### src/sv/cfa_sqrt.sv
// ----------------------------------------------------------------------------
// Complex ALU pipelined square root
// Digit-by-digit integer square root, one root bit per stage.
// ----------------------------------------------------------------------------
module cfa_sqrt #(
  parameter int DATA_WIDTH = 32
) (
  input  logic                      clk,
  input  logic                      adv,
  input  logic [2*DATA_WIDTH-1:0]   in_sq,
  output logic [DATA_WIDTH:0]       root
);

  localparam int W  = DATA_WIDTH;
  localparam int RB = W + 1;
  localparam int XW = 2 * RB;
  localparam int TW = RB + 2;

  logic [TW-1:0] rem  [RB];
  logic [RB-1:0] rt   [RB];
  logic [XW-1:0] rest [RB];

  for (genvar k = 0; k < RB; k++) begin : g_step
    logic [TW-1:0] rem_in;
    logic [RB-1:0] rt_in;
    logic [XW-1:0] rest_in;
    logic [TW-1:0] t;
    logic [TW-1:0] trial;
    logic          take;

    if (k == 0) begin : g_first
      assign rem_in  = '0;
      assign rt_in   = '0;
      assign rest_in = XW'(in_sq);
    end else begin : g_next
      assign rem_in  = rem[k-1];
      assign rt_in   = rt[k-1];
      assign rest_in = rest[k-1];
    end

    // Bring down two bits and try root*4+1.
    assign t     = {rem_in[RB-1:0], rest_in[XW-1:XW-2]};
    assign trial = {rt_in, 2'b01};
    assign take  = t >= trial;

    always_ff @(posedge clk) begin
      if (adv) begin
        rem[k]  <= take ? (t - trial) : t;
        rt[k]   <= {rt_in[RB-2:0], take};
        rest[k] <= rest_in << 2;
      end
    end
  end

  assign root = rt[RB-1];

endmodule

### config.mk
export PLATFORM = sky130hd
export DESIGN_NAME = cfa_sqrt
export DESIGN_NICKNAME = d
export VERILOG_FILES = /design/src/sv/cfa_sqrt.sv
export SDC_FILE = /design/constraint.sdc
export NUM_CORES = 2
export LEC_CHECK = 0
export ABC_CLOCK_PERIOD_IN_PS = 10700
export BUFFER_PORTS_ARGS = -buffer_cell sky130_fd_sc_hd__buf_2
export CORE_MARGIN = 2
export CORE_UTILIZATION = 35
export DETAILED_ROUTE_END_ITERATION = 10
export PLACE_DENSITY = 0.6
export SKIP_CTS_REPAIR_TIMING = 1
export SYNTH_ARGS = -nofsm -noshare
export SYNTH_HDL_FRONTEND = slang
export SYNTH_MEMORY_MAX_BITS = 65536
export SYNTH_SLANG_ARGS = --single-unit
### constraint.sdc
create_clock -name clk -period 10.7 [get_ports clk]
set_input_delay 1.07 -clock clk [delete_from_list [all_inputs] [get_ports clk]]
set_output_delay 1.07 -clock clk [all_outputs]
set_load 0.01 [all_outputs]
# Word level (Yosys, flattened, before mapping)
# Memories as Yosys holds them, arrays and structs flattened.
# Index checks and enable logic that the tools add are counted.
[totals]
register_bits = 0
ram_bits = 4356
input_bits = 66
memories = 3
[classes]
n_addsub = 32
order_cmp = 32
mux = 34
[memory_table]
columns = ["name", "words", "word_bits", "rd", "rd_ports_with_merged_regs", "wr", "line", "rtl"]
rows = [
  ["rest", 33, 64, 32, 0, 33, "21", "logic [XW-1:0] rest [RB];"],
  ["rem", 33, 35, 32, 0, 33, "19", "logic [TW-1:0] rem [RB];"],
  ["rt", 33, 33, 33, 0, 33, "20", "logic [RB-1:0] rt [RB];"],
]
[op_table]
columns = ["cell", "count"]
rows = [
  ["$ge 35x35->1", 32],
  ["$mux 35", 32],
  ["$sub 35x35->35", 32],
  ["$mux 1", 2],
]

# Depth between registers and ports, before layout
# An unclocked memory read counts as a cell.
[logic_depth]
ltp_word = 3
mapped_depth = 14
ltp_nobuf = 13

# Worst setup path before layout
# Ideal clock, no wire load.
[synth_timing]
kind = "reg2reg"
from = "memory rem[0][880] in the netlist's numbering"
to = "memory rem[0][931] in the netlist's numbering (data pin)"
arrival_ns = 3.115
required_time_ns = 10.440
setup_slack_ns = 7.326
stages_incl_launch_ff = 11
path_buffers = 1
period_less_slack_ns = 3.374
cell_sequence = "edfxtp_1 -> ha_1 -> and3_1 -> and3_1 -> a221oi_1 -> a2bb2oi_1 -> o211ai_1 -> and3_1 -> a31oi_1 -> buf_2 -> mux2_2"
[synth_lines]
columns = ["item", "line"]
rows = [
  ["start: declaration", "19"],
]

==> flow_metrics.py <==
metrics = {
    "die": {
        "ioPinCount": 99,
        "start_util_pct": 35.1,
        "die_x_um": 585,
        "die_area_mm2": 0.342,
        "core.rowCount": 213,
        "core_region_area_mm2": 0.336,
        "fp.dieH_um": 585,
    },
    "yosys": {
        "netlist_area_mm2": 0.118,
        "synth_warnings": 0,
        "synth_top_area_cell": "edfxtp_1",
        "yosysTopAreaCellShare_pct": 65.0,
        "synth_edf_count": 2558,
        "avgSynthCellArea_um2": 13.0,
        "synthArstFlopShare_pct": 0,
        "yosys_register_bits": 2558,
        "ys_seq_area_share_pct": 65.0,
        "ys_types": 94,
        "synthCells": 9068,
        "synthTopCellsByArea": "edfxtp_1, ha_1, xnor2_1",
        "ys.flop_type": "edfxtp_1",
    },
    "power": {
        "switching_share_pct": 28.5,
        "combPwrFrac_pct": 19.7,
        "pwr-share-seq_pct": 46.3,
        "ir_drop_mv": 0.172,
        "power.internal_w": 0.0209,
        "p_switching_w": 0.00830,
        "p_per_area_mw_per_mm2": 218,
        "clockPowerShare_pct": 34.0,
        "p_leak_nw": 50.2,
    },
    "sta": {
        "hold_viol_final": 0,
        "slew_viol_final": 0,
        "slew_headroom_pct": 22.2,
        "skew_ps": 91.5,
        "period_needed_ps": 4650,
        "max_freq_ghz": 0.215,
        "post-route-period-util_pct": 43.5,
        "worst_slew_pin_slew_ps": 1150,
        "final.setup.tns_ps": 0,
        "setup_viol": 0,
        "rsz0062_at_grt": "no",
    },
    "cells_and_area": {
        "fillCellCount": 31314,
        "nets": 9964,
        "drive_gt1_share_pct": 7.47,
        "area_delta_synth_final_pct": 13.2,
        "final_common_cell": "edfxtp_1",
        "regArea_mm2": 0.0768,
        "layout_common_cells": "edfxtp_1, inv_1, nand2_1",
        "postLayoutCoreUtil_pct": 39.8,
        "design_area_mm2": 0.134,
        "multi_input_area_mm2": 0.0381,
    },
    "drt": {
        "vias": 71097,
        "wire_per_inst_um": 17.4,
        "drt_pre_antenna_iters": 6,
        "vias_per_cell": 5.05,
        "drt_wl_total_um": 245000,
        "drc_errors": 0,
        "final_antenna_net_count": 0,
        "drt_iter0_drc": 5577,
    },
    "setup_path": {
        "worstPathArrival_ps": 5260,
        "worst-path-buf-inv": 1,
        "endpoint_kind": "flop",
        "path_max_fanout": 19,
        "timing.setup.critical_path_class": "reg2reg",
        "critPathMaxStageDelay_ps": 890,
        "startpoint": "rem[0][461]",
        "slowest_stage": "nor2_1",
        "crit_top_cell": "a21o_1",
        "crit_chain": "ha_1, a21o_1, a21o_1, a22o_1, nor2_1, a21o_1, nand4b_1, nor2_1, clkinv_1, o311ai_1, nor3_1, xor2_1",
        "critPathLaunchType": "flop",
        "r2r-start": "rem[0][461]",
        "crit_family": "simple AND/OR/NAND/NOR gates",
        "required_ps": 11310,
    },
    "cts": {
        "cts_sinks": 2558,
        "cts_buffers": 291,
        "path_clk_slew_ps": 60,
        "clock_path_buffers": 4,
        "cts_tree": "done",
        "worstSkewPairLatency_ps": 900,
        "cts-root-buf": "clkbuf_16",
        "htreeDepth": 5,
    },
    "place": {
        "gp_congestion": 0.918,
        "numPortBuffers": 97,
        "place_hpwl_um": 172000,
        "placed_area_mm2": 0.124,
    },
    "global_route": {
        "grt_max_degree": 199,
        "grt_pass1_wl_um": 387000,
        "grt_pass1_vias": 70504,
        "overflow": 0,
        "grtUsageTotal_pct": 14.0,
        "antenna_found_initial": 4,
    },
    "job": {
        "drv_cap": 0,
    },
    "worst_hold_path": {
        "min_from": "in_sq[47]",
        "hold_path.class": "in2reg",
    },
    "outcome": {
        "status": "completed",
    },
}
[through the flow]
step | setup slack [ps] | instances | hold slack [ps] | total power, W
6_report | 6050 | 14078 | 331 | 0.0292
5_1_grt | 5660 | 14077 | 277 | 0.0307
4_1_cts | 6130 | 14077 | 248 | 0.0295
3_5_place_dp | 6180 | 13559 | 405 | 0.0194
3_3_place_gp | 6200 | 13559 | 401 | 0.0193
2_1_floorplan | 7330 | 9069 | 400 | 0.0175
[power groups by stage]
stage	registers (W)	logic, W	clock network (W)
4_1_cts	0.0135	0.00574	0.0102
3_3_place_gp	0.0137	0.00558	0
3_5_place_dp	0.0137	0.00570	0
5_1_grt	0.0136	0.00644	0.0106
6_report	0.0135	0.00576	0.00991
2_1_floorplan	0.0133	0.00424	0
[worst register-to-register path, delay by kind of cell (launching register included)]
| family | cells | cell delay (ps) |
|---|---|---|
| AOI/OAI and AO/OA | 5 | 1240 |
| xor gates and xnor gates | 1 | 170 |
| buffers and inverters | 1 | 840 |
| adders and majority gates | 1 | 370 |
| and+or+nand+nor | 4 | 1360 |
| DFF | 1 | 390 |
[cells in the mapped netlist, types with 13 or more instances]
cell and count:
and2_1 23, ha_1 561, a211oi_1 36, nand2_1 625, and4_1 19, or2_2 42
nand3b_1 28, o21a_1 99, a21oi_1 538, xor2_1 379, or4_1 50, nor4_1 108
clkbuf_1 133, a211o_1 21, o21ai_0 523, a31oi_1 46, mux2i_1 14, nor2b_1 88
o31a_1 13, mux2_2 67, inv_1 702, o21bai_1 50, nor3_1 213, o211ai_1 34
o31ai_1 58, buf_2 18, nand3_1 171, edfxtp_1 2558, nand4_1 106, and3_1 53
nand2b_1 116, buf_1 14, a21boi_0 19, o2111ai_1 14, or3_1 83, xnor2_1 421
a21o_1 248, nor2_1 541
[worst paths after layout]
check                                endpoint  slack, ps  cells past startpoint
worst max register to register    rem[0][518]       6050                     12
worst min register to register  rest[0][1258]        350                      0
worst max-delay path              rem[0][518]       6050                     12
worst min-delay path              rest[0][47]        330                      1
[per-layer routing]
metal / GRT usage, % / vias to the layer above / part of all wire [%]
met4: 5.43 / 0 / 3.8
met3: 1.86 / 564 / 4.5
met1: 18.1 / 34455 / 43
li1: - / 34202 / -
met2: 23.7 / 1876 / 48
met5: 0 / - / 0
[state kept, by name (all words and copies together), names as in the netlist]
name and flops:
rt 528, rem 974, rest 1056
[layout make-up]
cell class                 instances  share of cell area [%]
sequential                      2558                    57.4
clock buffer                     343                    5.67
antenna                            1                 0.00187
inverter                         707                    1.98
tap                             4515                    4.22
timing repair buffer             143                   0.726
clock inverter                   175                    1.46
multi-input combinational       5636                    28.5
[kinds of logic after synthesis]
group | after synthesis | synth area share [%]
flip-flops | 2558 | 65.0
other | 1 | 0.00317
adder cells (fa/ha/maj) | 561 | 5.94
XOR/XNOR | 800 | 5.93
AND/OR/NAND/NOR | 2333 | 9.76
buffers and inverters | 875 | 2.81
multiplexers | 82 | 0.767
AO/OA/AOI/OAI | 1858 | 9.77
No activity file was read; power rests on OpenSTA's default activity.
