`src/sv/cfa_pkg.sv`:
```
// ----------------------------------------------------------------------------
// Complex ALU package
// Operation codes, control bundle and the shared saturation function.
// ----------------------------------------------------------------------------
package cfa_pkg;

  localparam int CMD_W = 3;
  localparam int MAX_W = 64;
  localparam int MAG_W = 2 * MAX_W + 2;

  typedef enum logic [CMD_W-1:0] {
    CMD_ADD  = 3'd0,
    CMD_SUB  = 3'd1,
    CMD_MUL  = 3'd2,
    CMD_DIV  = 3'd3,
    CMD_CONJ = 3'd4,
    CMD_MAG  = 3'd5
  } cmd_t;

  typedef struct packed {
    logic             valid;
    logic [CMD_W-1:0] cmd;
  } ctl_t;

  typedef logic [MAG_W-1:0] mag_t;

  typedef struct packed {
    logic [MAX_W-1:0] val;
    logic             ovf;
  } sat_t;

  localparam mag_t MAG_ONE = mag_t'(1);

  // Clamp a sign/magnitude value to a w-bit two's complement word.
  function automatic sat_t saturate(input logic neg, input mag_t mag, input int unsigned w);
    mag_t lim;
    mag_t clip;
    mag_t twos;
    sat_t r;
    lim = MAG_ONE << (w - 1);
    if (!neg) begin
      lim = lim - MAG_ONE;
    end
    r.ovf = mag > lim;
    clip  = r.ovf ? lim : mag;
    twos  = neg ? (mag_t'(0) - clip) : clip;
    r.val = twos[MAX_W-1:0];
    return r;
  endfunction

endpackage

```
`src/sv/cfa_back.sv`:
```
// ----------------------------------------------------------------------------
// Complex ALU result stage
// Saturates quotient and root, picks the result by operation and holds it
// in the output register.
// ----------------------------------------------------------------------------
module cfa_back #(
  parameter int DATA_WIDTH = 32
) (
  input  logic                         clk,
  input  logic                         rst,
  input  logic                         adv,
  input  cfa_pkg::ctl_t                in_ctl,
  input  logic [DATA_WIDTH-1:0]        fin_re,
  input  logic [DATA_WIDTH-1:0]        fin_im,
  input  logic                         fin_ovf,
  input  logic                         zero_den,
  input  logic [DATA_WIDTH:0]          q_re,
  input  logic                         big_re,
  input  logic                         neg_re,
  input  logic [DATA_WIDTH:0]          q_im,
  input  logic                         big_im,
  input  logic                         neg_im,
  input  logic [DATA_WIDTH:0]          root,
  output logic                         out_valid,
  output logic signed [DATA_WIDTH-1:0] res_re,
  output logic signed [DATA_WIDTH-1:0] res_im,
  output logic                         overflow,
  output logic                         divide_by_zero
);

  localparam int W = DATA_WIDTH;

  cfa_pkg::sat_t d_re_sat, d_im_sat, r_sat;
  logic [W-1:0]  re_next, im_next;
  logic          ovf_next, dz_next;

  // A wide quotient is forced past the limit so it clamps.
  assign d_re_sat = cfa_pkg::saturate(neg_re, big_re ? '1 : cfa_pkg::mag_t'(q_re), W);
  assign d_im_sat = cfa_pkg::saturate(neg_im, big_im ? '1 : cfa_pkg::mag_t'(q_im), W);
  assign r_sat    = cfa_pkg::saturate(1'b0, cfa_pkg::mag_t'(root), W);

  always_comb begin
    re_next  = '0;
    im_next  = '0;
    ovf_next = 1'b0;
    dz_next  = 1'b0;
    case (in_ctl.cmd)
      cfa_pkg::CMD_DIV: begin
        if (zero_den) begin
          dz_next = 1'b1;
        end else begin
          re_next  = d_re_sat.val[W-1:0];
          im_next  = d_im_sat.val[W-1:0];
          ovf_next = d_re_sat.ovf | d_im_sat.ovf;
        end
      end
      cfa_pkg::CMD_MAG: begin
        re_next  = r_sat.val[W-1:0];
        ovf_next = r_sat.ovf;
      end
      default: begin
        re_next  = fin_re;
        im_next  = fin_im;
        ovf_next = fin_ovf;
      end
    endcase
  end

  always_ff @(posedge clk) begin
    if (rst) begin
      out_valid <= 1'b0;
    end else if (adv) begin
      out_valid <= in_ctl.valid;
    end
  end

  always_ff @(posedge clk) begin
    if (adv) begin
      res_re         <= re_next;
      res_im         <= im_next;
      overflow       <= ovf_next;
      divide_by_zero <= dz_next;
    end
  end

endmodule

```
`config.mk`:
```
export PLATFORM = sky130hd
export DESIGN_NAME = cfa_back
export DESIGN_NICKNAME = d
export VERILOG_FILES = /design/src/sv/cfa_pkg.sv /design/src/sv/cfa_back.sv
export SDC_FILE = /design/constraint.sdc
export NUM_CORES = 1
export LEC_CHECK = 0
export ABC_AREA = 0
export CAP_MARGIN = 20
export CORE_ASPECT_RATIO = 0.8
export CORE_MARGIN = 2
export CORE_UTILIZATION = 50
export DETAILED_ROUTE_END_ITERATION = 10
export DONT_BUFFER_PORTS = 1
export GPL_TIMING_DRIVEN = 0
export PLACE_DENSITY_LB_ADDON = 0.15
export SYNTH_ARGS = -nofsm -noshare
export SYNTH_HDL_FRONTEND = slang
export SYNTH_SLANG_ARGS = --single-unit
```
`constraint.sdc`:
```
create_clock -name clk -period 6.4 [get_ports clk]
set_input_delay 0 -clock clk [delete_from_list [all_inputs] [get_ports clk]]
set_output_delay 0 -clock clk [all_outputs]
set_load 0.02 [all_outputs]
```
* Word-level counts from Yosys, hierarchy flattened
Index checks and enable logic that the tools add are counted. W data, S select, Z words.
Operators by class: add/subtract/negate cells 2, $lt $le $gt $ge 3, eq/ne operators 2, multiplexer cells 16, bitwise operators 1
Operator list (count):
- $mux W32 | 9
- $gt A130 B32 Y1 | 2
- $mux W130 | 2
- $pmux W32 S2 | 2
- $sub A1 B32 Y32 const A | 2
- $gt A33 B31 Y1 const B | 1
- $eq A3 B2 Y1 const B | 1
- $eq A3 B3 Y1 const B | 1
- $mux W1 | 2
- $pmux W1 S2 | 1
- $or A1 B1 Y1 | 1
Word-level totals: flip-flop bits (word level) 67, input bits 176, output and inout bits 67, word-level logic and storage cells 29

* Depth between registers and ports, before layout
depth after elaboration 7, gate-level depth with buffers 24, mapped depth without buffers 18

* Worst setup path before layout
No wires, ideal clock.
kind input to register, start point input big_im, end point register res_im[28], data pin, setup time 0.257 ns, data arrival time 5.203 ns, required time 6.143 ns, slack 0.940 ns, cell stages on the path 24, buffers on the path 6, cell sequence buf_2 -> clkbuf_1 -> clkbuf_1 -> clkbuf_1 -> clkbuf_1 -> nor2_1 -> inv_1 -> ha_1 -> and4_1 -> nor4bb_1 -> a2111oi_0 -> o21ai_0 -> o21ai_1 -> clkbuf_1 -> nand2_1 -> o21ai_0 -> ha_1 -> or3b_1 -> nor4_4 -> nand2_2 -> o41ai_2 -> xnor2_1 -> or2_1 -> a32o_1
Between the ends: cells in the longest elaborated chain, start to end 7
Ends and longest elaborated chain:
- start: declaration | RTL line cfa_back.sv:21 | input logic big_im,
- $mux W130 (*) | RTL line cfa_back.sv:39 | assign d_im_sat = cfa_pkg::saturate(neg_im, big_im ? '1 : cfa_pkg::mag_t'(q_im), W);
- $gt A130 B32 Y1 | RTL line cfa_pkg.sv:44 | r.ovf = mag > lim;
- $mux W32 (*) | RTL line cfa_pkg.sv:45 | clip = r.ovf ? lim : mag;
- $sub A1 B32 Y32 | RTL line cfa_pkg.sv:46 | twos = neg ? (mag_t'(0) - clip) : clip;
- $mux W32 (*) | RTL line cfa_pkg.sv:46
- $mux W32 (*) | RTL line cfa_back.sv:49 | if (zero_den) begin
- $pmux W32 S2 (*) | RTL line cfa_back.sv:47 | case (in_ctl.cmd)
- named net im_next[28] | RTL line cfa_back.sv:34 | logic [W-1:0] re_next, im_next;
- end signal: assignment | RTL line cfa_back.sv:80 | res_im <= im_next;
- end: declaration | RTL line cfa_back.sv:26 | output logic signed [DATA_WIDTH-1:0] res_im,
The timed path passes the listed nets; every way through them passes the cells marked *. A chain may end at the register's enable or synchronous reset.

* Worst setup path after layout
Ends and elaborated chain as after synthesis.

==> metrics.log <==
INFO  metric synth.lib_cells_used.distinct = between 70 and 80
INFO  metric synth.area.mux_share = approximately 3.7%
INFO  metric min_delay_worst_type = input port to register
INFO  metric total_global_routing_overflow = 0
INFO  metric netlist.area_leader.share = 28.1%
INFO  metric drt_first_iter_violations = just under 1000
INFO  metric async_reset_ff_share = 0%
INFO  metric cts_buf_count = 9
INFO  metric relSlewSlack = 38.8%
INFO  metric root_buffer = clkbuf_16
INFO  metric synthXorXnorAreaFrac = under 10%
INFO  metric finalCriticalPeriod = 6.08 ns
INFO  metric dr.pass1.iters = 6
INFO  metric commonest_cells_in_the_netlist = nor2_1, clkbuf_1, edfxtp_1
INFO  metric cts_tree = done
INFO  metric totalPowerFinal = 1.54 mW
INFO  metric floorplan.initialDensity = 51.6%
INFO  metric hold_depth = 3
INFO  metric synth_area_leaders = edfxtp_1, ha_1, a221oi_1
INFO  metric via_count = between 7000 and 8000
INFO  metric post_synth_and_or_nand_nor_area_fraction = a little over a fifth
INFO  metric outcome = completed
INFO  metric dpl_worst_slack = -0.910 ns
INFO  metric crit_family = simple AND/OR/NAND/NOR gates
INFO  metric synthMostInstantiatedCell = nor2_1
INFO  metric final-setup-viol-count = 0
INFO  metric die_area = between 15000 and 20000 sq um
INFO  metric grt_util_all_layers = 39.0%
INFO  metric ys_ff_latch = 67
INFO  metric setup-tns-final = 0 ns
INFO  metric chip_height = between 100 and 150 um
INFO  metric ant_diodes = 0
INFO  metric final_layout_size_suffix_gt1_share = 8.43%
INFO  metric worst_slack = between 0.3 and 0.4 ns
INFO  metric gp_routability_congestion = about 1.0
INFO  metric cp_data_arrival_time = 6.19 ns
INFO  metric synth.cell_area = 7060 sq um
INFO  metric wl_per_cell = 27.1 um
INFO  metric clock_tree.buffer_depth = 2
INFO  metric end_kind = register
INFO  metric antenna_left = 0
INFO  metric finalCritPeriodShare = 94.9%
INFO  metric max_stage_delay = about 0.46 ns
INFO  metric final_max_slew_viol_count = 0
INFO  metric synth_fp_nets = around 1100
INFO  metric timing.hold.ws = between 0.0004 and 0.0005 ns
INFO  metric grt_pass1_vias = about 7500
INFO  metric multiInputGateArea = about 4700 sq um
INFO  metric max_freq = approximately 160 MHz
INFO  metric cts.sink_count = 67
INFO  metric synth_ff_type = edfxtp_1
INFO  metric data_required_time_at_the_worst_endpoint = approximately 6.5 ns
INFO  metric path_depth = 23
INFO  metric report.final.hold_viol_count = 0
INFO  metric cpMaxStageDelayCell = or3b_1
INFO  metric wire_length_of_the_first_global_routing_pass = 43200 um
INFO  metric sequential_element_share_of_the_synthesized_area = around 28%
INFO  metric timing.critical_path.buf_inv = 7
INFO  metric power.leakage = ~3.0 nW
INFO  metric grt_antenna_before_repair = 0
INFO  metric critical_path_peak_fanout = 10
INFO  metric synthesis.area_per_instance = around 8.4 sq um
INFO  metric fillers = 1183
INFO  metric rr_worst_depth = 3
INFO  metric synth_fa_ha_area_share = 11.5%
INFO  metric rows = 38
INFO  metric yosys_warnings = 0
INFO  metric htreeDepth = 3
INFO  metric worstSetupStartpointType = input port
INFO  metric layout-area-overhead-vs-synth = 19.0%
INFO  metric drc = 0
INFO  metric grt_start_max_net_pins = 67
INFO  metric cell_seen_most_often_among_critical_path_stages = clkbuf_2
INFO  metric clk_pin_slew_worst_paths = ~0.060 ns
INFO  metric setup_repair_after_global_routing_missed_its_margin = false
INFO  metric timing.max_cap.violations = 0
INFO  metric worst_slew_pin_slew = ~0.91 ns
INFO  metric port_buffers = 0
INFO  metric synth_compound_gate_area_share = 27.9%
INFO  metric number_of_synthesized_flops_with_an_enable_pin = 66
INFO  metric wirelength = 30300 um
INFO  metric fp.coreArea = about 14000 sq um
INFO  metric ir_worst_vdd = around 0.18 mV
INFO  metric clock_insertion_delay_worst_skew = 0.35 ns
INFO  metric viasPerCell = a little over 7
INFO  metric synthDominantAreaCellType = edfxtp_1
INFO  metric finClkSkew = 0 ns
INFO  metric finalNetCount = ~1200
INFO  metric post-dp-hpwl = 22200 um
INFO  metric worst-setup-path-type = input port to register
INFO  metric synth_top_family_by_area = compound AO/OA/AOI/OAI gates
INFO  metric cellPowerDensity = 183 nW/um^2
INFO  metric cp_cell_sequence = buf_2, clkbuf_2, clkbuf_2, clkbuf_2, clkbuf_2, nor2_1, inv_1, ha_1, and4_1, nor4bb_1, a2111oi_0, o21ai_1, o21ai_4, clkbuf_2, o21ai_0, ha_1, or3b_1, nor4_4, nand2_2, o41ai_4, xnor2_1, or2_1, a32o_1
INFO  metric utilization_after_layout = between 60% and 70%
INFO  metric io_pins = 243
INFO  metric postSynthCellCount = around 840
INFO  metric seqCellArea = about 2000 sq um
INFO  metric die_extent_in_x = between 100 and 150 um
[cells by family after synthesis]
logic type               Yosys count
XOR/XNOR                          10
flip-flops                        67
AO/OA/AOI/OAI                    278
adder cells (fa/ha/maj)           65
multiplexers                      26
buffers and inverters            110
AND/OR/NAND/NOR                  288
[metal layers]
layer | up-vias | global-route usage [%] | routed length [um]
met5 | - | 0 | 0
met4 | 0 | 14.1 | 1020
met3 | 123 | 12.8 | 4000
met1 | 3741 | 53.4 | 12600
met2 | 654 | 57.5 | 12700
li1 | 3404 | - | -
[metrics by stage]
stage / instances / instance area, sq um
after floorplan: 844 / 7060
after global placement: 1024 / 7290
after detailed placement: 1024 / 7290
after CTS: 1116 / 8360
after global routing: 1117 / 8400
final: 1117 / 8400
[layout make-up]
cell class | instances | area share (%)
buffer | 75 | 3.57
clock buffer | 9 | 2.68
clock inverter | 7 | 0.804
inverter | 35 | 1.56
multi-input combinational | 667 | 55.5
sequential | 67 | 23.8
tap | 180 | 2.68
timing repair buffer | 77 | 9.38
[layout by cell type (no fill, tap or decap), types with 34 or more instances in the layout]
| cell type | Yosys | final |
|---|---|---|
| a21oi_1 | 47 | 47 |
| clkbuf_1 | 69 | 64 |
| nor2_1 | 77 | 77 |
| o21ai_0 | 44 | 43 |
| dlygate4sd3_1 | 0 | 76 |
| a221oi_1 | 34 | 34 |
| o21a_1 | 38 | 38 |
| inv_1 | 34 | 34 |
| nand2_1 | 61 | 61 |
| edfxtp_1 | 66 | 66 |
| ha_1 | 65 | 65 |
[report_power, final]
part	total, mW	switching (mW)	internal [mW]
Clock	0.523	0.222	0.301
Sequential	0.616	0.0756	0.541
Combinational	0.402	0.240	0.162
Total	1.54	0.537	1.00
[flip-flops by register name (all words and copies together), names as in the netlist]
register        count
overflow            1
divide_by_zero      1
res_im             32
out_valid           1
res_re             32
[final timing paths]
| check | start | to | slack (ns) |
|---|---|---|---|
| max reg2reg | out_valid$_SDFFE_PP0P_ | out_valid$_SDFFE_PP0P_ | 5.02 |
| max | big_im | res_im[28]$_DFFE_PP_ | 0.32 |
| min | root[1] | res_re[1]$_DFFE_PP_ | 0.0005 |
| min reg2reg | out_valid$_SDFFE_PP0P_ | out_valid$_SDFFE_PP0P_ | 1.28 |
[worst register-to-register path, stage by stage, from the launching register on]
cell and delay [ns]:
dfxtp_1 0.47, mux2i_1 0.14, nor2_1 0.13, dlygate4sd3_1 0.58
[what timing repair did]
| action | in CTS | in global routing |
|---|---|---|
| hold buffers | 76 | 1 |
| gates resized for setup | 4 | 8 |
| endpoints found under the hold margin | 128 | 1 |
| buffers inserted | 0 | 0 |
| cloned | 0 | 0 |
| endpoints found under the setup margin | 9 | 6 |
(Power assumes the default switching activity.)
